--- config.mk ---
export PLATFORM = sky130hd
export DESIGN_NAME = pci_capability_list_walker_unit_flat
export DESIGN_NICKNAME = d
export VERILOG_FILES = /design/src/hw/rtl/pclw_pkg.sv /design/src/hw/rtl/pclw_req_if.sv /design/src/hw/rtl/pclw_rsp_if.sv /design/src/hw/rtl/pci_capability_list_walker_unit.sv /design/src/flat_wrapper.sv
export SDC_FILE = /design/constraint.sdc
export NUM_CORES = 1
export LEC_CHECK = 0
export BUFFER_PORTS_ARGS = -buffer_cell sky130_fd_sc_hd__buf_2
export CAP_MARGIN = 20
export CORE_ASPECT_RATIO = 0.75
export CORE_MARGIN = 8
export CORE_UTILIZATION = 57
export DETAILED_ROUTE_END_ITERATION = 10
export GPL_ROUTABILITY_DRIVEN = 0
export HOLD_SLACK_MARGIN = 0.12
export PLACE_DENSITY = 0.8
export SYNTH_ARGS = -nofsm -noshare
export SYNTH_HDL_FRONTEND = slang
export SYNTH_SLANG_ARGS = --single-unit
--- constraint.sdc ---
create_clock -name clk -period 4.44 [get_ports clk]
set_input_delay 0.666 -clock clk [delete_from_list [all_inputs] [get_ports clk]]
set_output_delay 0.666 -clock clk [all_outputs]
set_load 0.05 [all_outputs]
--- src/hw/rtl/pclw_pkg.sv ---
// Shared types, constants and helper functions for the PCI capability list walker.
package pclw_pkg;

    // Walk limits and pointer window
    localparam int unsigned MAX_STEPS   = 48;
    localparam logic [7:0]  CAP_LO      = 8'h40;
    localparam logic [7:0]  CAP_HI      = 8'hfc;
    localparam logic [7:0]  PTR_MASK    = 8'hfc;
    localparam logic [7:0]  LAYOUT_MASK = 8'h7f;
    localparam int unsigned CAP_LIST_BIT = 4;

    // One visited bit per dword in the capability window
    localparam int unsigned MAP_BITS = (int'(CAP_HI) - int'(CAP_LO)) / 4 + 1;
    localparam int unsigned MAP_IDX_W = $clog2(MAP_BITS);
    localparam int unsigned COUNT_W = 7;

    // Command codes
    typedef enum logic [0:0] {
        CMD_BEGIN  = 1'b0,
        CMD_HEADER = 1'b1
    } cmd_t;

    // Access outcome codes
    typedef enum logic [1:0] {
        ACC_FINE   = 2'd0,
        ACC_INVAL  = 2'd1,
        ACC_CTX    = 2'd2,
        ACC_RSVD   = 2'd3
    } access_t;

    // Result status codes
    typedef enum logic [2:0] {
        ST_OK      = 3'd0,
        ST_INVAL   = 3'd1,
        ST_CTX     = 3'd2,
        ST_NODEV   = 3'd3,
        ST_BADLIST = 3'd4
    } status_t;

    // Header layout codes that carry a capability pointer
    localparam logic [7:0] LAYOUT_TYPE0 = 8'd0;
    localparam logic [7:0] LAYOUT_TYPE1 = 8'd1;

    localparam logic [15:0] VENDOR_ABSENT = 16'hffff;

    typedef struct packed {
        logic [0:0]  cmd;
        logic [1:0]  access_error;
        logic [15:0] vendor_word;
        logic [15:0] status_word;
        logic [7:0]  htype_byte;
        logic [7:0]  cap_pointer;
        logic [7:0]  capacity;
        logic [15:0] cap_hdr;
    } req_item_t;

    typedef struct packed {
        logic [7:0]         read_offset;
        logic [7:0]         cap_id;
        logic [7:0]         cap_offset;
        logic               recorded;
        logic [COUNT_W-1:0] found_count;
        logic               done_res;
        logic [2:0]         result_status;
    } rsp_item_t;

    // Visited-map bit for a dword-aligned pointer inside the window
    function automatic logic [MAP_IDX_W-1:0] map_index(input logic [7:0] p);
        logic [7:0] rel;
        rel = p - CAP_LO;
        return rel[MAP_IDX_W+1:2];
    endfunction

    // Access error to status; the reserved code reads as invalid argument
    function automatic status_t map_error(input logic [1:0] e);
        return (e == ACC_CTX) ? ST_CTX : ST_INVAL;
    endfunction

endpackage

--- src/hw/rtl/pclw_req_if.sv ---
// Request channel: valid/ready handshake carrying one walker input item.
interface pclw_req_if;
    logic               valid;
    logic               ready;
    pclw_pkg::req_item_t item;

    modport source (output valid, output item, input ready);
    modport sink   (input valid, input item, output ready);
endinterface

--- src/hw/rtl/pclw_rsp_if.sv ---
// Response channel: valid/ready handshake carrying one walker result item.
interface pclw_rsp_if;
    logic               valid;
    logic               ready;
    pclw_pkg::rsp_item_t item;

    modport source (output valid, output item, input ready);
    modport sink   (input valid, input item, output ready);
endinterface

--- src/hw/rtl/pci_capability_list_walker_unit.sv ---
// Top level of the PCI capability list walker: walk state, result logic, output buffer.
//
//   channel | dir | modport | payload
//   req     | in  | sink    | cmd, access_error, vendor_word, status_word, htype_byte,
//           |     |         | cap_pointer, capacity, cap_hdr
//   rsp     | out | source  | read_offset, cap_id, cap_offset, recorded, found_count,
//           |     |         | done_res, result_status
//
// One item per cycle while req.ready is high; results go to out_reg, or to the
// skid while out_reg is held. Walk state and the 48-bit visited map update in
// the cycle the item is taken. rst_n clears the walk state and empties the
// output buffer. A two-entry buffer (output register plus skid) keeps req.ready
// high while out_reg alone is held; req.ready drops only while the skid is full.
module pci_capability_list_walker_unit (
    input  logic        clk,
    input  logic        rst_n,
    pclw_req_if.sink    req,
    pclw_rsp_if.source  rsp
);

    // Walk state
    logic                            walking_reg, walking_next;
    logic [7:0]                      cur_ptr_reg, cur_ptr_next;
    logic [pclw_pkg::MAP_BITS-1:0]   visited_reg, visited_next;
    logic [pclw_pkg::COUNT_W-1:0]    found_reg, found_next;
    logic [7:0]                      limit_reg, limit_next;

    // Output buffer
    pclw_pkg::rsp_item_t out_reg, skid_reg, res;
    logic                out_valid_reg, skid_valid_reg;

    logic accept;
    logic taken;

    assign req.ready = !skid_valid_reg;
    assign accept    = req.valid && req.ready;
    assign taken     = out_valid_reg && rsp.ready;
    assign rsp.valid = out_valid_reg;
    assign rsp.item  = out_reg;

    // Result and next walk state for the presented item
    always_comb
    begin
        pclw_pkg::req_item_t             it;
        logic [7:0]                      ptr;
        logic [pclw_pkg::MAP_BITS-1:0]   map_base;
        logic [pclw_pkg::COUNT_W-1:0]    cnt;
        logic [7:0]                      layout;
        logic                            follow;
        logic                            in_range;
        logic                            seen;
        logic [pclw_pkg::MAP_IDX_W-1:0]  idx;

        it           = req.item;
        walking_next = walking_reg;
        cur_ptr_next = cur_ptr_reg;
        visited_next = visited_reg;
        found_next   = found_reg;
        limit_next   = limit_reg;
        res          = '0;
        follow       = 1'b0;
        ptr          = '0;
        map_base     = visited_reg;
        cnt          = found_reg;
        layout       = it.htype_byte & pclw_pkg::LAYOUT_MASK;

        if (it.cmd == pclw_pkg::CMD_BEGIN)
        begin
            // Begin: fresh walk, then the probe checks in priority order
            walking_next = 1'b0;
            cur_ptr_next = '0;
            visited_next = '0;
            found_next   = '0;
            limit_next   = it.capacity;
            map_base     = '0;
            cnt          = '0;
            if (it.access_error != pclw_pkg::ACC_FINE)
            begin
                res.done_res      = 1'b1;
                res.result_status = pclw_pkg::map_error(it.access_error);
            end
            else if (it.vendor_word == pclw_pkg::VENDOR_ABSENT)
            begin
                res.done_res      = 1'b1;
                res.result_status = pclw_pkg::ST_NODEV;
            end
            else if (!it.status_word[pclw_pkg::CAP_LIST_BIT] ||
                     (layout != pclw_pkg::LAYOUT_TYPE0 && layout != pclw_pkg::LAYOUT_TYPE1))
            begin
                res.done_res      = 1'b1;
                res.result_status = pclw_pkg::ST_OK;
            end
            else
            begin
                follow = 1'b1;
                ptr    = it.cap_pointer & pclw_pkg::PTR_MASK;
            end
        end
        else if (!walking_reg)
        begin
            // Header with no walk running: state untouched
            res.done_res      = 1'b1;
            res.result_status = pclw_pkg::ST_INVAL;
        end
        else if (it.access_error != pclw_pkg::ACC_FINE)
        begin
            walking_next      = 1'b0;
            res.done_res      = 1'b1;
            res.result_status = pclw_pkg::map_error(it.access_error);
        end
        else
        begin
            // Count this capability, then follow its next pointer
            res.cap_id     = it.cap_hdr[7:0];
            res.cap_offset = cur_ptr_reg;
            res.recorded   = ({1'b0, found_reg} < {1'b0, limit_reg});
            cnt            = found_reg + 1'b1;
            found_next     = cnt;
            follow         = 1'b1;
            ptr            = it.cap_hdr[15:8] & pclw_pkg::PTR_MASK;
        end

        // Advance: end on null, bad, repeated pointer or step limit
        in_range = (ptr >= pclw_pkg::CAP_LO) && (ptr <= pclw_pkg::CAP_HI);
        idx      = pclw_pkg::map_index(ptr);
        seen     = 1'b0;
        if (in_range)
        begin
            seen = map_base[idx];
        end
        if (follow)
        begin
            if (ptr == 8'd0)
            begin
                walking_next      = 1'b0;
                res.done_res      = 1'b1;
                res.result_status = pclw_pkg::ST_OK;
            end
            else if (cnt >= pclw_pkg::COUNT_W'(pclw_pkg::MAX_STEPS) || !in_range || seen)
            begin
                walking_next      = 1'b0;
                res.done_res      = 1'b1;
                res.result_status = pclw_pkg::ST_BADLIST;
            end
            else
            begin
                walking_next      = 1'b1;
                cur_ptr_next      = ptr;
                visited_next      = map_base;
                visited_next[idx] = 1'b1;
                res.read_offset   = ptr;
            end
        end
        res.found_count = cnt;
    end

    // Walk state registers
    always_ff @(posedge clk or negedge rst_n)
    begin
        if (!rst_n)
        begin
            walking_reg <= 1'b0;
            cur_ptr_reg <= '0;
            visited_reg <= '0;
            found_reg   <= '0;
            limit_reg   <= '0;
        end
        else if (accept)
        begin
            walking_reg <= walking_next;
            cur_ptr_reg <= cur_ptr_next;
            visited_reg <= visited_next;
            found_reg   <= found_next;
            limit_reg   <= limit_next;
        end
    end

    // Output buffer control
    always_ff @(posedge clk or negedge rst_n)
    begin
        if (!rst_n)
        begin
            out_valid_reg  <= 1'b0;
            skid_valid_reg <= 1'b0;
        end
        else if (taken)
        begin
            if (skid_valid_reg)
            begin
                skid_valid_reg <= 1'b0;
            end
            else if (!accept)
            begin
                out_valid_reg <= 1'b0;
            end
        end
        else if (!out_valid_reg)
        begin
            out_valid_reg <= accept;
        end
        else if (accept)
        begin
            skid_valid_reg <= 1'b1;
        end
    end

    // Output buffer payload
    always_ff @(posedge clk)
    begin
        if (taken)
        begin
            if (skid_valid_reg)
            begin
                out_reg <= skid_reg;
            end
            else if (accept)
            begin
                out_reg <= res;
            end
        end
        else if (!out_valid_reg)
        begin
            if (accept)
            begin
                out_reg <= res;
            end
        end
        else if (accept)
        begin
            skid_reg <= res;
        end
    end

    // Skid entry only fills behind a held output register
    a_skid_behind_out: assert property (@(posedge clk) disable iff (!rst_n)
        skid_valid_reg |-> out_valid_reg)
        else $error("skid holds an item while output register is empty");

    // A running walk always sits on an aligned pointer inside the window
    a_walk_ptr: assert property (@(posedge clk) disable iff (!rst_n)
        walking_reg |-> (cur_ptr_reg >= pclw_pkg::CAP_LO && cur_ptr_reg[1:0] == 2'b00))
        else $error("walk pointer outside capability window");

    // Count never passes the step limit
    a_step_limit: assert property (@(posedge clk) disable iff (!rst_n)
        found_reg <= pclw_pkg::COUNT_W'(pclw_pkg::MAX_STEPS))
        else $error("capability count beyond step limit");

    // A result that keeps the walk going names a header to read and carries ok
    a_continue: assert property (@(posedge clk) disable iff (!rst_n)
        (out_valid_reg && !out_reg.done_res) |->
            (out_reg.read_offset >= pclw_pkg::CAP_LO &&
             out_reg.result_status == pclw_pkg::ST_OK))
        else $error("continuing result without a valid read offset");

endmodule
--- src/flat_wrapper.sv ---
// flat-port wrapper written by rule: the top's interface ports become plain ports
module pci_capability_list_walker_unit_flat 
  (clk, rst_n, req_valid, req_item, req_ready, rsp_valid, rsp_item, rsp_ready);
  pclw_req_if req_i ();
  pclw_rsp_if rsp_i ();
  input  logic clk;
  input  logic rst_n;
  input wire logic [$bits(req_i.valid)-1:0] req_valid;
  input wire logic [$bits(req_i.item)-1:0] req_item;
  output wire logic [$bits(req_i.ready)-1:0] req_ready;
  output wire logic [$bits(rsp_i.valid)-1:0] rsp_valid;
  output wire logic [$bits(rsp_i.item)-1:0] rsp_item;
  input wire logic [$bits(rsp_i.ready)-1:0] rsp_ready;
  assign req_i.valid = req_valid;
  assign req_i.item = req_item;
  assign req_ready = req_i.ready;
  assign rsp_valid = rsp_i.valid;
  assign rsp_item = rsp_i.item;
  assign rsp_i.ready = rsp_ready;
  pci_capability_list_walker_unit u_core (.clk(clk), .rst_n(rst_n), .req(req_i), .rsp(rsp_i));
endmodule
==> key figures <==
Min path
  • Hold WC Path Type: in2async

Detailed routing
  • DR iter-0 viols: 793
  • Routed wire length: 20.7 mm
  • DR vias: 6,337
  • Drt wl/cell: 21.1 um
  • Post-DRT Antenna Nets: 0
  • Via density: 6.46
  • TritonRoute pass-1 iters: 7
  • DRC viols: 0

Synthesis
  • Gate Count Post-Synth: 707
  • Synthesized cell area: 0.00740 mm2
  • Syn nets: 799
  • Post-synth EDFFs: 70
  • Post-synthesis async set-or-reset flop share: 51.4%
  • Main synth FF type: dfrtp_1
  • Register bit total from synthesis: 144
  • Syn. warnings: 0
  • Sequential area share after synthesis: 53.5%
  • Syn Area/Cell: 10.5 um2
  • Unique cell type count in the Yosys netlist: 74

Floorplan
  • I/O Pins: 117
  • Core box area: 0.0128 mm2
  • Die area: 0.0169 mm2
  • Initial Util: 57.6%
  • Chip width: 148 um
  • Die Y: 115 um
  • Row count: 36

Global routing
  • Total GRT Usage: 24.4%
  • Largest net degree at the start of global routing: 51
  • Initial antenna violation count: 0
  • First-pass GRT wire length: 32.7 mm
  • GRT overflow: 0
  • Vias in the first global route: 6,366

Timing
  • Final setup TNS: 0 ns
  • Fin. max-slew vios: 0
  • Worst Max-Slew Pin Slew: 1.09 ns
  • RSZ-0062 raised after global routing: no
  • Final count of negative-setup-slack endpoints: 0
  • Final hold vios: 0
  • Worst hold slack: 0.137 ns
  • Fmax: 246 MHz
  • Relative slew margins: 27.0%
  • Final period utilization: 91.5%
  • Worst Setup Slack, final: 0.376 ns
  • Final Critical Period: 4.06 ns
  • Setup Skew: 0.00792 ns

CTS
  • CTS tree: done
  • Post-CTS Resized: 0
  • Clock sink total: 144
  • Longest Clk Path Bufs: 2
  • CTS HTree Levels: 4
  • Post-CTS Setup Inserts: 0
  • Post-CTS Hold Buffers: 0
  • Clk pin slew, worst setup/hold paths: 0.05 ns
  • Clock Latency Late Sink: 0.42 ns
  • CTS buffer count: 17
  • Root Driver: clkbuf_16

Pwr
  • Worst VDD drop: 0.450 mV
  • PD cells: 553 mW/mm2
  • Total power: 4.78 mW
  • Leak pwr: 3.65 nW

Finish
  • Ratio of cells with drive above 1 in the final layout: 22.0%
  • Antenna Cells: 0
  • Fin cells: 981
  • Net count, final: 889
  • Max FFs per register: 48
  • Area Overhead vs Synth: 16.8%

Place
  • Inst Count DP: 948
  • Post-DP HPWL: 13.9 mm
  • Pre-CTS setup slack: 0.0460 ns
  • Port buffer count: 95

Setup path
  • Worst Reg-to-Reg Cells: 10
  • Crit path from: req_item[35]
  • Worst setup path end: u_core.visited_reg[25]$_DFFE_PN0P_
  • Crit path required time: 4.74 ns
  • R2R Path End: u_core.visited_reg[25]$_DFFE_PN0P_
  • CP startpoint kind: primary input
  • Worst reg-to-reg setup slack: 0.44 ns
  • RR Startpoint: u_core.walking_reg$_DFFE_PN0P_
  • Kind of critical path: in2reg
  • Setup crit end kind: flip-flop
  • Worst Path Arrival: 4.36 ns
  • Worst-path fanout max: 45

Run status
  • Status: finished, final reports clean

Flow run
  • Maxcap violations: 0
[worst min-delay path by stage]
stage,start,slack (ns),to
after floorplan,rst_n,0.37,u_core.cur_ptr_reg[0]$_DFFE_PN0P_
after global placement,u_core.visited_reg[35]$_DFFE_PN0P_,0.46,u_core.visited_reg[35]$_DFFE_PN0P_
after detailed placement,u_core.visited_reg[42]$_DFFE_PN0P_,0.47,u_core.visited_reg[42]$_DFFE_PN0P_
after CTS,rsp_ready,0.46,u_core.skid_valid_reg$_DFFE_PN0P_
after global routing,rst_n,0.14,u_core.visited_reg[26]$_DFFE_PN0P_
final,rst_n,0.14,u_core.visited_reg[41]$_DFFE_PN0P_
[area by class of cell]
class	instances	area (um2)
fillers	957	4200
flip-flops and latches	144	3950
multi-input cells	492	3130
repair buffers	117	666
clock buffers	27	514
well taps	171	214
inverters	25	93.8
clock inverters	5	75.1
[logic make-up (layout without fill, tap and decap cells)]
family | count (synthesis) | in the layout | synth area share [%]
multiplexers | 16 | 16 | 2.35
AND/OR/NAND/NOR | 265 | 265 | 17.4
buffers and inverters | 71 | 174 | 4.38
flip-flops | 144 | 144 | 53.5
adder cells (fa/ha/maj) | 13 | 13 | 2.20
AO/OA/AOI/OAI | 191 | 191 | 19.4
XOR/XNOR | 7 | 7 | 0.829
[critical path: stages]
cell      delay, ns
buf_2          0.10
nor4_2         0.43
and3_1         0.51
a31o_1         0.58
nand2b_1       0.27
o22ai_1        0.22
nor4b_2        0.10
o32ai_2        0.63
nand2_1        0.27
buf_12         0.26
o31ai_1        0.31
[cells in the mapped netlist (3+ instances only)]
cell      instances  area (um2)
nand3_1          23         115
xor2_1            3        26.3
ha_1             13         163
nor2_1           57         214
buf_1             4        15.0
o31ai_1          51         383
o21ai_1           7        35.0
a22oi_1           4        30.0
nor3_1           10        50.1
mux2i_1           5        50.1
a21oi_1          21         105
buf_6             5        56.3
clkbuf_1         27         101
nand2_1         108         405
dfrtp_1          74        1850
edfxtp_1         70        2100
o22ai_1          33         206
or4_1             3        22.5
and2_1           22         138
xnor2_1           4        35.0
buf_4             3        22.5
buf_2             7        35.0
a211oi_1          5        37.5
inv_1            23        86.3
nand4_1          11        68.8
and3_1            6        37.5
a21o_1            7        52.6
mux2_2           11         124
o211ai_1          7        52.6
a32oi_1           3        26.3
a31oi_4           3        63.8
o21ba_1           3        30.0
a31oi_1           4        25.0
o21ai_0          11        55.1
a221oi_1          4        35.0
nand2b_1          5        31.3
[cells in the final DEF (no fill, tap or decap), types with 6 or more instances in the layout]
cell,instances
and3_1,6
nand3_1,23
o21ai_1,7
nor2_1,56
clkbuf_1,6
nor3_1,10
nand4_1,11
o31ai_1,51
clkbuf_16,18
dfrtp_1,74
mux2_2,11
and2_1,22
inv_1,23
o22ai_1,33
nand2_1,108
ha_1,13
a21o_1,7
a21oi_1,21
o211ai_1,7
buf_4,20
buf_2,95
edfxtp_1,70
o21ai_0,11
[report_power, final]
group          switching (mW)  internal, mW  total [mW]
Combinational            1.11         0.360        1.47
Sequential              0.141          1.75        1.89
Clock                   0.514         0.903        1.42
[metal layers]
layer  vias to the layer above  part of all wire [%]  wire length [um]  track usage [%]
li1                       2820                     -                 -                -
met1                      3010                    39              8110             29.2
met2                       434                    48              9890             39.9
met3                        73                   9.8              2020             7.54
met4                         0                   3.1               650             11.0
met5                         -                     0                 0                0
[stage by stage]
step | util (%) | cell area (um2)
global placement | 62.6 | 8030
finish | 67.3 | 8640
floorplan | - | 7400
CTS | 67.2 | 8620
global route | 67.3 | 8640
detailed placement | 62.6 | 8030
Power figures use the tool's default switching activity.
